### src/sv/cannm_pkg.sv
// ----------------------------------------------------------------------------
// cannm_pkg
// Shared types and constants of the CAN network-management state machine:
// event codes, state and mode codes, configuration layout and result layout.
// ----------------------------------------------------------------------------
`default_nettype none

package cannm_pkg;

    // Width of the timing configuration registers and of the register index.
    localparam int CFG_WIDTH     = 16;
    localparam int CFG_ADDR_BITS = 3;

    // Repeat-message-request bit position inside the control bit vector byte.
    localparam int CBV_RMR_BIT = 0;

    // Configuration values after reset.
    localparam logic [CFG_WIDTH-1:0] RST_MAIN_PERIOD          = 16'd10;
    localparam logic [CFG_WIDTH-1:0] RST_TIMEOUT_TIME         = 16'd2000;
    localparam logic [CFG_WIDTH-1:0] RST_REPEAT_MESSAGE_TIME  = 16'd1500;
    localparam logic [CFG_WIDTH-1:0] RST_WAIT_BUS_SLEEP_TIME  = 16'd1500;
    localparam logic [CFG_WIDTH-1:0] RST_MESSAGE_CYCLE_TIME   = 16'd100;
    localparam logic [CFG_WIDTH-1:0] RST_MESSAGE_CYCLE_OFFSET = 16'd0;
    localparam logic                 RST_CBV_ENABLED          = 1'b1;

    // Events carried by one input beat.
    typedef enum logic [2:0] {
        ACT_TICK            = 3'd0,
        ACT_PASSIVE_STARTUP = 3'd1,
        ACT_REQUEST         = 3'd2,
        ACT_RELEASE         = 3'd3,
        ACT_REPEAT_REQUEST  = 3'd4,
        ACT_TX_CONFIRM      = 3'd5,
        ACT_RX              = 3'd6
    } t_action;

    // Network-management states.
    typedef enum logic [2:0] {
        ST_BUS_SLEEP = 3'd0,
        ST_PREPARE   = 3'd1,
        ST_READY     = 3'd2,
        ST_NORMAL    = 3'd3,
        ST_REPEAT    = 3'd4
    } t_nm_state;

    // Network-management modes.
    typedef enum logic [1:0] {
        MODE_BUS_SLEEP = 2'd0,
        MODE_PREPARE   = 2'd1,
        MODE_NETWORK   = 2'd2
    } t_nm_mode;

    // Notifications raised by an event.
    typedef enum logic [2:0] {
        NTF_NONE          = 3'd0,
        NTF_NETWORK_MODE  = 3'd1,
        NTF_PREPARE_SLEEP = 3'd2,
        NTF_BUS_SLEEP     = 3'd3,
        NTF_NETWORK_START = 3'd4
    } t_notify;

    // Status of an event.
    typedef enum logic {
        STS_OK           = 1'b0,
        STS_NOT_EXECUTED = 1'b1
    } t_status;

    // Configuration register indexes.
    typedef enum logic [CFG_ADDR_BITS-1:0] {
        CFG_MAIN_PERIOD          = 3'd0,
        CFG_TIMEOUT_TIME         = 3'd1,
        CFG_REPEAT_MESSAGE_TIME  = 3'd2,
        CFG_WAIT_BUS_SLEEP_TIME  = 3'd3,
        CFG_MESSAGE_CYCLE_TIME   = 3'd4,
        CFG_MESSAGE_CYCLE_OFFSET = 3'd5,
        CFG_CBV_ENABLED          = 3'd6
    } t_cfg_index;

    // Configuration register set.
    typedef struct packed {
        logic [CFG_WIDTH-1:0] main_period;
        logic [CFG_WIDTH-1:0] timeout_time;
        logic [CFG_WIDTH-1:0] repeat_message_time;
        logic [CFG_WIDTH-1:0] wait_bus_sleep_time;
        logic [CFG_WIDTH-1:0] message_cycle_time;
        logic [CFG_WIDTH-1:0] message_cycle_offset;
        logic                 cbv_enabled;
    } t_cfg;

    // One result; the last member sits in the lowest bits.
    typedef struct packed {
        t_notify   notify;
        logic      tx_cbv;
        logic      transmit;
        t_nm_state nm_state;
        t_nm_mode  nm_mode;
        t_status   status;
    } t_result;

    localparam int RESULT_BITS = $bits(t_result);
    localparam int OUT_BYTES   = (RESULT_BITS + 7) / 8;
    localparam int OUT_BITS    = OUT_BYTES * 8;

    // Mode that belongs to a state.
    function automatic t_nm_mode f_mode_of(input t_nm_state s);
        t_nm_mode m;
        case (s)
            ST_BUS_SLEEP: m = MODE_BUS_SLEEP;
            ST_PREPARE:   m = MODE_PREPARE;
            default:      m = MODE_NETWORK;
        endcase
        return m;
    endfunction

endpackage

`default_nettype wire

### src/sv/cannm_engine.sv
// ----------------------------------------------------------------------------
// cannm_engine
// State registers of the network-management channel and the single-pass
// next-state logic that applies one event and forms its result.
// ----------------------------------------------------------------------------
`default_nettype none

module cannm_engine
    import cannm_pkg::*;
#(
    parameter int TIME_BITS = 16
) (
    input  wire logic       i_clk,
    input  wire logic       i_rst_n,
    input  wire logic       i_step,
    input  wire logic [2:0] i_action,
    input  wire logic [7:0] i_rx_cbv,
    input  wire t_cfg       i_cfg,
    output t_result         o_result
);

    // Largest value a countdown can hold, in a 32-bit frame.
    localparam logic [31:0] TIME_MAX = 32'((64'd1 << TIME_BITS) - 64'd1);

    t_nm_state            r_state,    n_state;
    logic                 r_req,      n_req;
    logic [TIME_BITS-1:0] r_timeout,  n_timeout;
    logic [TIME_BITS-1:0] r_repeat,   n_repeat;
    logic [TIME_BITS-1:0] r_cycle,    n_cycle;
    logic [TIME_BITS-1:0] r_wait,     n_wait;
    logic                 r_rbit,     n_rbit;

    // Reload value, saturated to the countdown width.
    function automatic logic [TIME_BITS-1:0] f_load(input logic [CFG_WIDTH-1:0] v);
        logic [31:0] w;
        w = 32'(v);
        if (w > TIME_MAX) begin
            return '1;
        end
        return w[TIME_BITS-1:0];
    endfunction

    // A countdown expires when it is not above the main period.
    function automatic logic f_expired(input logic [TIME_BITS-1:0] t);
        return 32'(i_cfg.main_period) >= 32'(t);
    endfunction

    function automatic logic [TIME_BITS-1:0] f_dec(input logic [TIME_BITS-1:0] t);
        logic [31:0] d;
        d = 32'(t) - 32'(i_cfg.main_period);
        return d[TIME_BITS-1:0];
    endfunction

    // State registers, updated once per processed event.
    always_ff @(posedge i_clk) begin
        if (!i_rst_n) begin
            r_state   <= ST_BUS_SLEEP;
            r_req     <= 1'b0;
            r_timeout <= '0;
            r_repeat  <= '0;
            r_cycle   <= '0;
            r_wait    <= '0;
            r_rbit    <= 1'b0;
        end else if (i_step) begin
            r_state   <= n_state;
            r_req     <= n_req;
            r_timeout <= n_timeout;
            r_repeat  <= n_repeat;
            r_cycle   <= n_cycle;
            r_wait    <= n_wait;
            r_rbit    <= n_rbit;
        end
    end

    // Next state and result for the event held in the input register.
    always_comb begin
        t_status  v_status;
        logic     v_tx;
        logic     v_txbit;
        t_notify  v_notify;
        t_nm_mode v_mode;
        logic     v_rx_repeat;

        n_state   = r_state;
        n_req     = r_req;
        n_timeout = r_timeout;
        n_repeat  = r_repeat;
        n_cycle   = r_cycle;
        n_wait    = r_wait;
        n_rbit    = r_rbit;
        v_status  = STS_OK;
        v_tx      = 1'b0;
        v_txbit   = 1'b0;
        v_notify  = NTF_NONE;
        v_mode    = f_mode_of(r_state);
        v_rx_repeat = i_cfg.cbv_enabled && i_rx_cbv[CBV_RMR_BIT];

        case (t_action'(i_action))
            ACT_TICK: begin
                if (v_mode == MODE_NETWORK) begin
                    // Network timeout: reload while sending, leave ready sleep.
                    if (f_expired(n_timeout)) begin
                        n_timeout = '0;
                        if (n_state inside {ST_REPEAT, ST_NORMAL}) begin
                            n_timeout = f_load(i_cfg.timeout_time);
                        end else if (n_state == ST_READY) begin
                            n_state  = ST_PREPARE;
                            n_wait   = f_load(i_cfg.wait_bus_sleep_time);
                            v_notify = NTF_PREPARE_SLEEP;
                        end
                    end else begin
                        n_timeout = f_dec(n_timeout);
                    end
                    // Message cycle: send one message per period.
                    if (n_state inside {ST_REPEAT, ST_NORMAL}) begin
                        if (f_expired(n_cycle)) begin
                            n_cycle = f_load(i_cfg.message_cycle_time);
                            v_tx    = 1'b1;
                            v_txbit = r_rbit && i_cfg.cbv_enabled;
                        end else begin
                            n_cycle = f_dec(n_cycle);
                        end
                    end
                    // Repeat message duration.
                    if (n_state == ST_REPEAT) begin
                        if (f_expired(n_repeat)) begin
                            n_repeat = '0;
                            n_state  = r_req ? ST_NORMAL : ST_READY;
                            if (i_cfg.cbv_enabled) begin
                                n_rbit = 1'b0;
                            end
                        end else begin
                            n_repeat = f_dec(n_repeat);
                        end
                    end
                end else if (v_mode == MODE_PREPARE) begin
                    if (f_expired(n_wait)) begin
                        n_wait   = '0;
                        n_state  = ST_BUS_SLEEP;
                        v_notify = NTF_BUS_SLEEP;
                    end else begin
                        n_wait = f_dec(n_wait);
                    end
                end
            end
            ACT_PASSIVE_STARTUP: begin
                if (v_mode == MODE_BUS_SLEEP) begin
                    n_state   = ST_REPEAT;
                    n_repeat  = f_load(i_cfg.repeat_message_time);
                    n_cycle   = f_load(i_cfg.message_cycle_offset);
                    n_timeout = f_load(i_cfg.timeout_time);
                    v_notify  = NTF_NETWORK_MODE;
                end else begin
                    v_status = STS_NOT_EXECUTED;
                end
            end
            ACT_REQUEST: begin
                n_req = 1'b1;
                if (v_mode != MODE_NETWORK) begin
                    n_state   = ST_REPEAT;
                    n_repeat  = f_load(i_cfg.repeat_message_time);
                    n_cycle   = f_load(i_cfg.message_cycle_offset);
                    n_timeout = f_load(i_cfg.timeout_time);
                    v_notify  = NTF_NETWORK_MODE;
                end else if (r_state == ST_READY) begin
                    n_state = ST_NORMAL;
                    n_cycle = f_load(i_cfg.message_cycle_offset);
                end
            end
            ACT_RELEASE: begin
                n_req = 1'b0;
                if (r_state == ST_NORMAL) begin
                    n_state = ST_READY;
                end
            end
            ACT_REPEAT_REQUEST: begin
                if (i_cfg.cbv_enabled && (r_state inside {ST_READY, ST_NORMAL})) begin
                    n_rbit   = 1'b1;
                    n_state  = ST_REPEAT;
                    n_repeat = f_load(i_cfg.repeat_message_time);
                    n_cycle  = f_load(i_cfg.message_cycle_offset);
                end else begin
                    v_status = STS_NOT_EXECUTED;
                end
            end
            ACT_TX_CONFIRM: begin
                if (v_mode == MODE_NETWORK) begin
                    n_timeout = f_load(i_cfg.timeout_time);
                end
            end
            ACT_RX: begin
                if (v_mode == MODE_BUS_SLEEP) begin
                    v_notify = NTF_NETWORK_START;
                end else if (v_mode == MODE_PREPARE) begin
                    n_state   = ST_REPEAT;
                    n_repeat  = f_load(i_cfg.repeat_message_time);
                    n_cycle   = f_load(i_cfg.message_cycle_offset);
                    n_timeout = f_load(i_cfg.timeout_time);
                    v_notify  = NTF_NETWORK_MODE;
                end else begin
                    n_timeout = f_load(i_cfg.timeout_time);
                    if (v_rx_repeat && (r_state inside {ST_READY, ST_NORMAL})) begin
                        n_state  = ST_REPEAT;
                        n_repeat = f_load(i_cfg.repeat_message_time);
                        n_cycle  = f_load(i_cfg.message_cycle_offset);
                    end
                end
            end
            default: begin
                v_status = STS_NOT_EXECUTED;
            end
        endcase

        o_result.status   = v_status;
        o_result.nm_mode  = f_mode_of(n_state);
        o_result.nm_state = n_state;
        o_result.transmit = v_tx;
        o_result.tx_cbv   = v_txbit;
        o_result.notify   = v_notify;
    end

endmodule

`default_nettype wire

### src/sv/can_network_management_fsm.sv
// ----------------------------------------------------------------------------
// can_network_management_fsm
// One channel of the CAN network-management state machine with stream
// input and output and a plain configuration write port.
// ----------------------------------------------------------------------------
// The block takes one event beat per clock while the result side takes
// beats and returns exactly one result beat per event. Each event is
// registered on input, applied to the channel state by the single-pass
// update in cannm_engine once the result register is free or being
// emptied, and written to the result register, which presents its result
// beat. Throughput is one event per clock for as long as the result side
// takes beats; the result register lets a new event enter while the
// previous result still waits. Configuration must be written by the user
// only while no event is in flight; the block itself does not enforce this.
`default_nettype none

module can_network_management_fsm
    import cannm_pkg::*;
#(
    parameter int TIME_BITS = 16
) (
    input  wire logic                     i_clk,
    input  wire logic                     i_rst_n,
    // Event stream.
    input  wire logic                     s_axis_tvalid,
    output logic                          s_axis_tready,
    input  wire logic [7:0]               s_axis_tdata,  // [7:0] rx_cbv
    input  wire logic [2:0]               s_axis_tuser,  // [2:0] action
    // Result stream.
    output logic                          m_axis_tvalid,
    input  wire logic                     m_axis_tready,
    // [0] status, [2:1] nm_mode, [5:3] nm_state, [6] transmit, [7] tx_cbv,
    // [10:8] notify, [15:11] zero
    output logic [OUT_BITS-1:0]           m_axis_tdata,
    // Configuration writes.
    input  wire logic                     i_cfg_we,
    input  wire logic [CFG_ADDR_BITS-1:0] i_cfg_addr,
    input  wire logic [CFG_WIDTH-1:0]     i_cfg_wdata
);

    logic       r_in_valid;
    logic [2:0] r_action;
    logic [7:0] r_rx_cbv;
    logic       r_out_valid;
    t_result    r_result;
    t_result    w_result;
    t_cfg       r_cfg;
    logic       w_advance;

    // An event moves on when the result register is free or being emptied.
    assign w_advance     = r_in_valid && (!r_out_valid || m_axis_tready);
    assign s_axis_tready = !r_in_valid || w_advance;
    assign m_axis_tvalid = r_out_valid;
    assign m_axis_tdata  = {{(OUT_BITS - RESULT_BITS){1'b0}}, r_result};

    // Configuration registers.
    always_ff @(posedge i_clk) begin
        if (!i_rst_n) begin
            r_cfg.main_period          <= RST_MAIN_PERIOD;
            r_cfg.timeout_time         <= RST_TIMEOUT_TIME;
            r_cfg.repeat_message_time  <= RST_REPEAT_MESSAGE_TIME;
            r_cfg.wait_bus_sleep_time  <= RST_WAIT_BUS_SLEEP_TIME;
            r_cfg.message_cycle_time   <= RST_MESSAGE_CYCLE_TIME;
            r_cfg.message_cycle_offset <= RST_MESSAGE_CYCLE_OFFSET;
            r_cfg.cbv_enabled          <= RST_CBV_ENABLED;
        end else if (i_cfg_we) begin
            case (t_cfg_index'(i_cfg_addr))
                CFG_MAIN_PERIOD:          r_cfg.main_period          <= i_cfg_wdata;
                CFG_TIMEOUT_TIME:         r_cfg.timeout_time         <= i_cfg_wdata;
                CFG_REPEAT_MESSAGE_TIME:  r_cfg.repeat_message_time  <= i_cfg_wdata;
                CFG_WAIT_BUS_SLEEP_TIME:  r_cfg.wait_bus_sleep_time  <= i_cfg_wdata;
                CFG_MESSAGE_CYCLE_TIME:   r_cfg.message_cycle_time   <= i_cfg_wdata;
                CFG_MESSAGE_CYCLE_OFFSET: r_cfg.message_cycle_offset <= i_cfg_wdata;
                CFG_CBV_ENABLED:          r_cfg.cbv_enabled          <= i_cfg_wdata[0];
                default: ;
            endcase
        end
    end

    // Input register.
    always_ff @(posedge i_clk) begin
        if (!i_rst_n) begin
            r_in_valid <= 1'b0;
        end else if (s_axis_tvalid && s_axis_tready) begin
            r_in_valid <= 1'b1;
        end else if (w_advance) begin
            r_in_valid <= 1'b0;
        end
    end

    always_ff @(posedge i_clk) begin
        if (s_axis_tvalid && s_axis_tready) begin
            r_action <= s_axis_tuser;
            r_rx_cbv <= s_axis_tdata;
        end
    end

    // Channel state and event update.
    cannm_engine #(
        .TIME_BITS (TIME_BITS)
    ) u_engine (
        .i_clk    (i_clk),
        .i_rst_n  (i_rst_n),
        .i_step   (w_advance),
        .i_action (r_action),
        .i_rx_cbv (r_rx_cbv),
        .i_cfg    (r_cfg),
        .o_result (w_result)
    );

    // Result register.
    always_ff @(posedge i_clk) begin
        if (!i_rst_n) begin
            r_out_valid <= 1'b0;
        end else if (w_advance) begin
            r_out_valid <= 1'b1;
        end else if (m_axis_tready) begin
            r_out_valid <= 1'b0;
        end
    end

    always_ff @(posedge i_clk) begin
        if (w_advance) begin
            r_result <= w_result;
        end
    end

endmodule

`default_nettype wire

### config.mk
export PLATFORM = sky130hd
export DESIGN_NAME = can_network_management_fsm
export DESIGN_NICKNAME = d
export VERILOG_FILES = /design/src/sv/cannm_pkg.sv /design/src/sv/cannm_engine.sv /design/src/sv/can_network_management_fsm.sv
export SDC_FILE = /design/constraint.sdc
export NUM_CORES = 1
export LEC_CHECK = 0
export BUFFER_PORTS_ARGS = -buffer_cell sky130_fd_sc_hd__buf_4
export CORE_MARGIN = 3
export CORE_UTILIZATION = 65
export CTS_CLUSTER_SIZE = 40
export DETAILED_ROUTE_END_ITERATION = 8
export PLACE_DENSITY_LB_ADDON = 0.2
export SYNTH_ARGS = -nofsm -noshare
export SYNTH_HDL_FRONTEND = slang
export SYNTH_HIERARCHICAL = 1
export SYNTH_SLANG_ARGS = --single-unit
### constraint.sdc
create_clock -name i_clk -period 5.9 [get_ports i_clk]
set_input_delay 0.295 -clock i_clk [delete_from_list [all_inputs] [get_ports i_clk]]
set_output_delay 0.295 -clock i_clk [all_outputs]
set_load 0.01 [all_outputs]
==> flow_summary.ini, run 1 <==
[layout]
post-route-cell-area_mm2 = 0.01217
finish.cell_count_without_fillers = 1538
syn_to_final_growth_pct = 7.885
filler_cells_inserted = 1319
combined_area_of_the_multi_input_logic_cells_mm2 = 0.006919
layout.area.seq_mm2 = 0.003814
nets = 1408
insertedDiodeCount = 0
final_layout_size_suffix_gt1_share_pct = 9.181

[critical_path]
critical_path_peak_fanout = 13
cp_data_required_time_ps = 6190
crit_path_cell_trace = inv_1 > fa_1 > a21o_1 > a221oi_2 > o211ai_2 > a31oi_1 > or2_1 > nor2_1 > a22oi_1 > a211oi_2
cp-start-kind = register
cp_slowest_cell = sky130_fd_sc_hd__dfxtp_1
cp.arrival_ps = 4030
max_stage_delay_ps = 560
path_class = reg -> reg
reg_to_reg_setup_timing_slack_ps = 2160
timing.critical_path.to_type = register

[sta]
fin_skew_ps = 11.01
worst_pin_slew_ps = 1168
final.period_utilization_pct = 63.35
timing.fmax_mhz = 267.5
timing.slew.headroom_pct = 21.80
finalMaxSlewViolations = 0
fin_tns_setup_ps = 0
setup_viol = 0
finalWorstPathRequiredPeriod_ps = 3738
hold_viol = 0
grt_setup_unrepaired = no

[die]
row_count = 47
die_y_um = 137.7
ioPinCount = 53
die_area_mm2 = 0.01897
core_area_mm2 = 0.01676
floorplan.die.width_um = 137.7
initial_core_util_pct = 67.32

[power]
ir_worst_vdd_uv = 233.5
power_per_cell_area_mw_per_mm2 = 257.6
leakage_nw = 5.200

[placement]
port_buffers = 40
finalWeightedCongestion = 0.9433
placed_area_mm2 = 0.01155
hpwl_um = 20940
placed_cells_incl_taps = 1506

[grt]
pin_count_of_the_biggest_net_entering_global_routing = 67
grt_first_pass_wirelength_um = 49620
global_route.usage.total_pct = 33.90
grt-ovfl-total = 0
grt_antenna_before_repair = 0
via_count_of_the_first_global_routing_pass = 9246

[logic_synthesis]
syn-mean-instance-area_um2 = 8.566
mappedNetlistArea_mm2 = 0.01128
postSynthCellCount = 1317
ys.warnings.count = 6

[clock_network]
cts_made_buffers = 17
clock_tree.htree_level_count = 4
tritoncts_clock_tree = done
cts.hold.buffers_added = 0
clk-insertion-delay-late_ps = 440
numClockSinks = 183
cts-root-to-sink-buffers = 2
cts.root.buffer_cell = sky130_fd_sc_hd__clkbuf_16
post-cts-setup-buffer-count = 0
cts.clk_slew.worst_paths_ps = 70
cts_repair_resize_count = 0

[drt]
antenna_violating_nets_left = 0
dr_total_vias = 10105
number_of_remaining_drc_errors = 0
detail_route.first_pass.iterations = 5
drt_iter0_markers = 942
drt-wirelength-per-cell_um = 20.82
vias_per_inst = 6.570
routed_wirelength_um = 32010

[min_path]
hold_path_class = in -> reg

[status]
run_status = finished, final reports clean

[job]
timing.max_cap.violations = 0
## routing by layer
| metal | wire length, µm | global-route usage [%] | part of all wire [%] |
|---|---|---|---|
| met3 | 3008 | 6.172 | 9.4 |
| met1 | 13310 | 45.22 | 42 |
| met4 | 1262 | 14.60 | 3.9 |
| met2 | 14430 | 53.88 | 45 |
| met5 | 0 | 0 | 0 |
## placed cells by master (no fill, tap or decap), types with 6 or more instances in the layout
cell type	instances
sky130_fd_sc_hd__nor2b_1	52
sky130_fd_sc_hd__nor3_1	34
sky130_fd_sc_hd__nand4_1	14
sky130_fd_sc_hd__o31ai_1	7
sky130_fd_sc_hd__and2_1	10
sky130_fd_sc_hd__a211o_1	6
sky130_fd_sc_hd__a311oi_1	8
sky130_fd_sc_hd__a211oi_1	23
sky130_fd_sc_hd__or3_1	10
sky130_fd_sc_hd__a21oi_1	100
sky130_fd_sc_hd__o211ai_1	21
sky130_fd_sc_hd__nand3b_1	7
sky130_fd_sc_hd__a22oi_1	23
sky130_fd_sc_hd__o21ai_0	63
sky130_fd_sc_hd__dfxtp_1	168
sky130_fd_sc_hd__buf_4	50
sky130_fd_sc_hd__nand2b_1	11
sky130_fd_sc_hd__xor2_1	10
sky130_fd_sc_hd__inv_1	45
sky130_fd_sc_hd__a31oi_1	12
sky130_fd_sc_hd__nand2_1	157
sky130_fd_sc_hd__nand3_1	19
sky130_fd_sc_hd__edfxtp_1	15
sky130_fd_sc_hd__a21o_1	21
sky130_fd_sc_hd__o21a_1	15
sky130_fd_sc_hd__and3_1	9
sky130_fd_sc_hd__nor2_1	59
sky130_fd_sc_hd__mux2i_1	101
sky130_fd_sc_hd__ha_1	64
sky130_fd_sc_hd__xnor2_1	30
sky130_fd_sc_hd__clkbuf_16	18
sky130_fd_sc_hd__o22ai_1	11
## state kept, by name, indices dropped and copies added (netlist names)
signal	flops
u_engine/r_rbit	1
u_engine/r_repeat	16
u_engine/r_wait	16
r_action	3
u_engine/r_cycle	16
u_engine/r_req	1
m_axis_tdata	11
r_rx_cbv	1
u_engine/r_state	3
r_in_valid	1
m_axis_tvalid	1
r_cfg	97
u_engine/r_timeout	16
## final cells by class
type / count / area share, %
clock inverter: 9 / 0.9046
timing repair buffer: 50 / 3.084
multi-input combinational: 1008 / 56.85
sequential: 183 / 31.33
clock buffer: 23 / 4.184
tap: 220 / 2.262
inverter: 45 / 1.388
## worst max-delay path, delay by kind of cell (launching register included)
kind	cells	cell delay [ps]
compound gates	6	1430
flops	1	560
fa+ha+maj	1	520
simple gates	2	780
buf+inv	1	300
## where the power goes
part	internal, W	leakage, nW	switching [W]
combinational	0.000235	3.39	0.000382
clock	0.000697	0.309	0.000502
sequential	0.00129	1.50	0.0000290
total	0.00222	5.20	0.000913
## final timing paths
| kind | startpoint | endpoint | cells past startpoint |
|---|---|---|---|
| min | s_axis_tuser[1] | r_action[1] | 1 |
| max reg2reg | r_cfg[82] | u_engine/r_wait[9] | 10 |
| max | r_cfg[82] | u_engine/r_wait[9] | 10 |
| min reg2reg | r_cfg[10] | r_cfg[10] | 2 |
## stage by stage
step / worst slack, ps / hold WS, ps / utilization [%] / power [W]
after floorplan: 3091 / 393.9 / - / 0.001800
after global placement: 2278 / 440.0 / 68.93 / 0.001930
after detailed placement: 2263 / 451.3 / 68.93 / 0.001940
after CTS: 2257 / 24.39 / 72.62 / 0.003127
after global routing: 2025 / 21.74 / 72.62 / 0.003252
final: 2162 / 33.27 / 72.62 / 0.003135
(Power assumes the default switching activity.)
==> inputs of run 2 (changes only) <==
- ABC_AREA: default -> 1
- CORE_UTILIZATION: 65 -> 63
- clock period: 5.9 -> 3.9 ns (I/O delays scaled with it)
==> run 2 against run 1 <==
- worst hold slack improved by 4.5 ps
- first-iteration DRC count rose by 27%
- synthesized cell count rose by 30%
- sequential power rose by 54%
- critical path type unchanged
- largest cell class unchanged
- largest power group unchanged
==> flow_summary.ini, run 2 <==
[status]
run_status = finished, final reports clean

[clock_network]
cts.clk_slew.worst_paths_ps = 70
cts.root.buffer_cell = sky130_fd_sc_hd__clkbuf_16
cts-root-to-sink-buffers = 2
tritoncts_clock_tree = done
clk-insertion-delay-late_ps = 440
cts_made_buffers = 17
numClockSinks = 183
cts_repair_resize_count = 0
clock_tree.htree_level_count = 4

[drt]
routed_wirelength_um = 32720
number_of_remaining_drc_errors = 0
drt_iter0_markers = 1195
drt-wirelength-per-cell_um = 16.60
antenna_violating_nets_left = 0
dr_total_vias = 11366
detail_route.first_pass.iterations = 5
vias_per_inst = 5.767

[die]
ioPinCount = 53
die_area_mm2 = 0.02002
core_area_mm2 = 0.01766
floorplan.die.width_um = 141.5
initial_core_util_pct = 65.50
row_count = 48
die_y_um = 141.5

[sta]
hold_viol = 0
setup_viol = 0
finalWorstPathRequiredPeriod_ps = 3170
worst_pin_slew_ps = 1041
finalMaxSlewViolations = 0
timing.slew.headroom_pct = 30.55
final.period_utilization_pct = 81.29
grt_setup_unrepaired = no
fin_skew_ps = 6.674
fin_tns_setup_ps = 0
timing.fmax_mhz = 315.4

[critical_path]
timing.critical_path.to_type = register
critical_path.reg2reg.endpoint = u_engine/r_wait[8]
reg_to_reg_setup_timing_slack_ps = 730
cp.arrival_ps = 3470
r2r_cells = 15
critical_path_peak_fanout = 21
cp_data_required_time_ps = 4200
cp-start-kind = register
path_class = reg -> reg
r2r_start = r_cfg[81]

[placement]
finalWeightedCongestion = 0.9364
hpwl_um = 22840
placed_cells_incl_taps = 1932
port_buffers = 40

[layout]
finish.utilization_pct = 70.52
syn_to_final_growth_pct = 7.659
commonest_non_fill_non_tap_cell_in_the_layout = sky130_fd_sc_hd__nand2_1
nets = 1836
largest_reg_flops = 97
final_layout_size_suffix_gt1_share_pct = 8.419
finish.cell_count_without_fillers = 1971
insertedDiodeCount = 0
top_register = r_cfg
layout.cells.most_common_list = sky130_fd_sc_hd__nand2_1, sky130_fd_sc_hd__nor2_1, sky130_fd_sc_hd__a21oi_1

[power]
leakage_nw = 5.933
power.share.switching_pct = 34.44
share_seq_of_total_power_pct = 40.5
switch_pwr_w = 0.001724
power_per_cell_area_mw_per_mm2 = 402.0
clock_power_share_pct = 32.0
ir_worst_vdd_uv = 329.6
combinationalPowerShare_pct = 27.5
power_report.internal_total_w = 0.003281

[grt]
via_count_of_the_first_global_routing_pass = 10401
grt_antenna_before_repair = 0
grt-ovfl-total = 0
grt_first_pass_wirelength_um = 52830
pin_count_of_the_biggest_net_entering_global_routing = 55
global_route.usage.total_pct = 33.09

[logic_synthesis]
mappedNetlistArea_mm2 = 0.01157
syn-mean-instance-area_um2 = 6.732
postSynthCellCount = 1718
ys.warnings.count = 6

[min_path]
worst_hold_path.num_cells = 4
worst_hold_startpoint = m_axis_tready
hold_path_class = in -> reg
timing.hold.worst_endpoint = m_axis_tvalid

[job]
timing.max_cap.violations = 0
-- run 2: per-stage QoR --
| stage | power [W] | setup slack, ps | hold slack (ps) | instance area [µm²] |
|---|---|---|---|---|
| after floorplan | 0.003080 | 1584 | 293.9 | 11580 |
| after global placement | 0.003371 | 850.6 | 373.9 | 11850 |
| after detailed placement | 0.003394 | 833.2 | 374.5 | 11850 |
| after CTS | 0.004988 | 780.7 | 22.31 | 12450 |
| after global routing | 0.005276 | 493.2 | 33.84 | 12450 |
| final | 0.005005 | 729.6 | 37.81 | 12450 |
-- run 2: layer usage --
metal	track usage [%]	wire length, µm	part of all wire [%]
met5	0	0	0
met4	11.26	895	2.7
met3	7.786	2878	8.8
met2	52.29	14970	46
met1	44.73	13980	43
-- run 2: how the worst max path moves through the flow --
stage / startpoint / endpoint / slack [ps] / cells past startpoint
4_1_cts: r_cfg[81] / u_engine/r_wait[10] / 780 / 15
6_report: r_cfg[81] / u_engine/r_wait[8] / 730 / 15
3_3_place_gp: r_cfg[81] / u_engine/r_wait[2] / 850 / 15
5_1_grt: r_cfg[81] / u_engine/r_wait[9] / 490 / 15
2_1_floorplan: r_cfg[81] / u_engine/r_wait[11] / 1580 / 16
3_5_place_dp: r_cfg[81] / u_engine/r_wait[7] / 830 / 15
-- run 2: final cells by class --
type                       count  area, µm²
clock buffer                  21      460.4
clock inverter                11      76.32
fill                        1529       5205
inverter                     163      616.8
multi-input combinational   1312       6765
sequential                   183       3814
tap                          225      281.5
timing repair buffer          56      437.9
-- run 2: power groups by stage --
stage	sequential, W	combinational [W]	clock [W]
2_1_floorplan	0.00206	0.00102	0
3_3_place_gp	0.00207	0.00130	0
3_5_place_dp	0.00207	0.00132	0
4_1_cts	0.00203	0.00134	0.00162
5_1_grt	0.00204	0.00153	0.00171
6_report	0.00203	0.00138	0.00160
-- run 2: what timing repair did --
item	in CTS	in global routing
endpoints found under the setup margin	0	0
hold endpoints to repair	7	0
hold buffers	7	0
setup buffers	0	0
-- run 2: worst max-delay path, stage by stage, from the launching register on --
cell and delay [ps]:
sky130_fd_sc_hd__dfxtp_1 410, sky130_fd_sc_hd__ha_1 290, sky130_fd_sc_hd__fa_1 410, sky130_fd_sc_hd__nand3b_1 180, sky130_fd_sc_hd__nand2_1 130, sky130_fd_sc_hd__nand2_1 60
sky130_fd_sc_hd__nand2_1 130, sky130_fd_sc_hd__nand2_1 70, sky130_fd_sc_hd__nand2_1 110, sky130_fd_sc_hd__nand2_4 130, sky130_fd_sc_hd__inv_4 160, sky130_fd_sc_hd__nand2_2 70
sky130_fd_sc_hd__nand2_2 220, sky130_fd_sc_hd__inv_1 340, sky130_fd_sc_hd__o21ai_0 260, sky130_fd_sc_hd__a21oi_1 60
==> inputs of run 3 (changes only) <==
- ABC_AREA: 1 -> 0
- CORE_UTILIZATION: 63 -> 57
- clock period: 3.9 -> 2.6 ns (I/O delays scaled with it)
==> run 3 against run 2 <==
- clock skew is 4.5 ps higher
- the run now ends with setup timing left
- critical path depth is 4 lower
- final cell count down 6.9%
- clock power increased by 69%
- power up 60%
- wire length increased by 25%
- first-iteration DRC count fell by 0.42%
- sequential share of layout area fell by 6.0 points
- core utilization rose by 11 points
- cell area rose by 25%
- sequential cell count did not move
- largest cell class unchanged
==> flow_summary.ini, run 3 (synthesis gave the netlist of run 1 again) <==
[layout]
layout.cells.most_common_list = sky130_fd_sc_hd__buf_4, sky130_fd_sc_hd__dfxtp_1, sky130_fd_sc_hd__nand2_1
syn_to_final_growth_pct = 37.98
largest_reg_flops = 97
filler_cells_inserted = 1150
nets = 1665
final_layout_size_suffix_gt1_share_pct = 34.03
insertedDiodeCount = 0
finish.cell_count_without_fillers = 1835
post-route-cell-area_mm2 = 0.01557
top_register = r_cfg
commonest_non_fill_non_tap_cell_in_the_layout = sky130_fd_sc_hd__buf_4
finish.utilization_pct = 81.59

[sta]
final.period_utilization_pct = 109.8
fin_hold_ws_ps = 13.38
finalMaxSlewViolations = 0
grt_setup_unrepaired = yes
setup_viol = 75
layout_setup_ws_ps = -254.3
fin_skew_ps = 11.17
timing.fmax_mhz = 350.3
hold_viol = 0
worst_pin_slew_ps = 1169
timing.slew.headroom_pct = 22.06
finalWorstPathRequiredPeriod_ps = 2854

[clock_network]
clk-insertion-delay-late_ps = 440
tritoncts_clock_tree = done
cts-root-to-sink-buffers = 2
cts.root.buffer_cell = sky130_fd_sc_hd__clkbuf_16
cts_made_buffers = 17
numClockSinks = 183
clock_tree.htree_level_count = 4
cts.clk_slew.worst_paths_ps = 70

[power]
leakage_nw = 6.692
power_per_cell_area_mw_per_mm2 = 516.0
finalPower_w = 0.008032
ir_worst_vdd_uv = 460.5

[status]
violations_in_the_final_reports = setup timing
run_status = finished, violations left

[job]
timing.max_cap.violations = 0

[die]
core_area_mm2 = 0.01908
ioPinCount = 53
row_count = 50
floorplan.die.width_um = 146.7
die_area_mm2 = 0.02152
die_y_um = 146.7
initial_core_util_pct = 59.13

[drt]
vias_per_inst = 6.420
drt-wirelength-per-cell_um = 22.36
detail_route.first_pass.iterations = 5
number_of_remaining_drc_errors = 0
drt_iter0_markers = 1190
antenna_violating_nets_left = 0
dr_total_vias = 11781
routed_wirelength_um = 41020

[critical_path]
cp.arrival_ps = 3200
max_stage_delay_ps = 360
crit_top_cell = sky130_fd_sc_hd__buf_6
cp-start-kind = register
cp_slowest_cell = sky130_fd_sc_hd__dfxtp_2
crit_path_cell_trace = clkinvlp_4 > buf_12 > buf_6 > ha_4 > nand4_1 > o211ai_2 > a31oi_2 > or2_4 > buf_6 > or3_1 > a311oi_1
path_class = reg -> reg
reg_to_reg_setup_timing_slack_ps = -250
cp_data_required_time_ps = 2940
critical_path_peak_fanout = 6
timing.critical_path.to_type = register

[min_path]
hold_path_class = in -> reg

[grt]
grt_antenna_before_repair = 1
grt-ovfl-total = 0
grt_first_pass_wirelength_um = 59150
global_route.usage.total_pct = 34.58
via_count_of_the_first_global_routing_pass = 11171
pin_count_of_the_biggest_net_entering_global_routing = 61

[placement]
finalWeightedCongestion = 0.9738
hpwl_um = 25400
placed_cells_incl_taps = 1741
port_buffers = 40
placed_area_mm2 = 0.01320
run 3: per-layer routing:
metal	wire length, µm	vias to the layer above	global-route usage [%]
li1	-	5290	-
met1	15810	5609	44.28
met2	18790	712	54.67
met3	3784	170	7.542
met4	2641	0	18.34
met5	0	-	0
run 3: final timing paths:
kind	from	endpoint	depth (start not counted)
worst max register to register	r_cfg[87]	u_engine/r_wait[5]	11
worst max-delay path	r_cfg[87]	u_engine/r_wait[5]	11
worst min register to register	r_cfg[54]	r_cfg[54]	2
worst min-delay path	m_axis_tready	r_in_valid	3
run 3: layout make-up:
class,count,area (µm²),share of cell area [%]
sequential,183,3831,24.61
inverter,45,188.9,1.214
clock buffer,20,467.9,3.006
timing repair buffer,305,2655,17.06
clock inverter,12,135.1,0.8680
multi-input combinational,1010,7964,51.16
tap,260,325.3,2.090
run 3: critical path: cells and delay by family (launching register included):
kind	cells	cell delay, ps
DFF	1	360
AOI/OAI and AO/OA	3	670
buffers and inverters	4	680
adders and majority gates	1	250
and+or+nand+nor	3	790
run 3: per-stage QoR:
stage	worst slack, ps	TNS (ps)
floorplan	7.246	0
global placement	-259.6	-6100
detailed placement	-257.6	-9398
CTS	-180.4	-4581
global route	-321.8	-16160
finish	-254.3	-9908
run 3: power by group:
group          switching [W]  internal, W  leakage [nW]  total (W)
clock                0.00120      0.00152         0.302    0.00271
sequential         0.0000609      0.00292          1.51    0.00298
combinational        0.00126      0.00108          4.88    0.00233
run 3: what timing repair did:
item | in CTS | in global routing
resized for setup | 140 | 124
setup endpoints to repair | 73 | 77
gates cloned | 2 | 3
hold endpoints to repair | 13 | 0
buffers inserted | 33 | 18
hold buffers | 11 | 0
pin swaps | 67 | 97
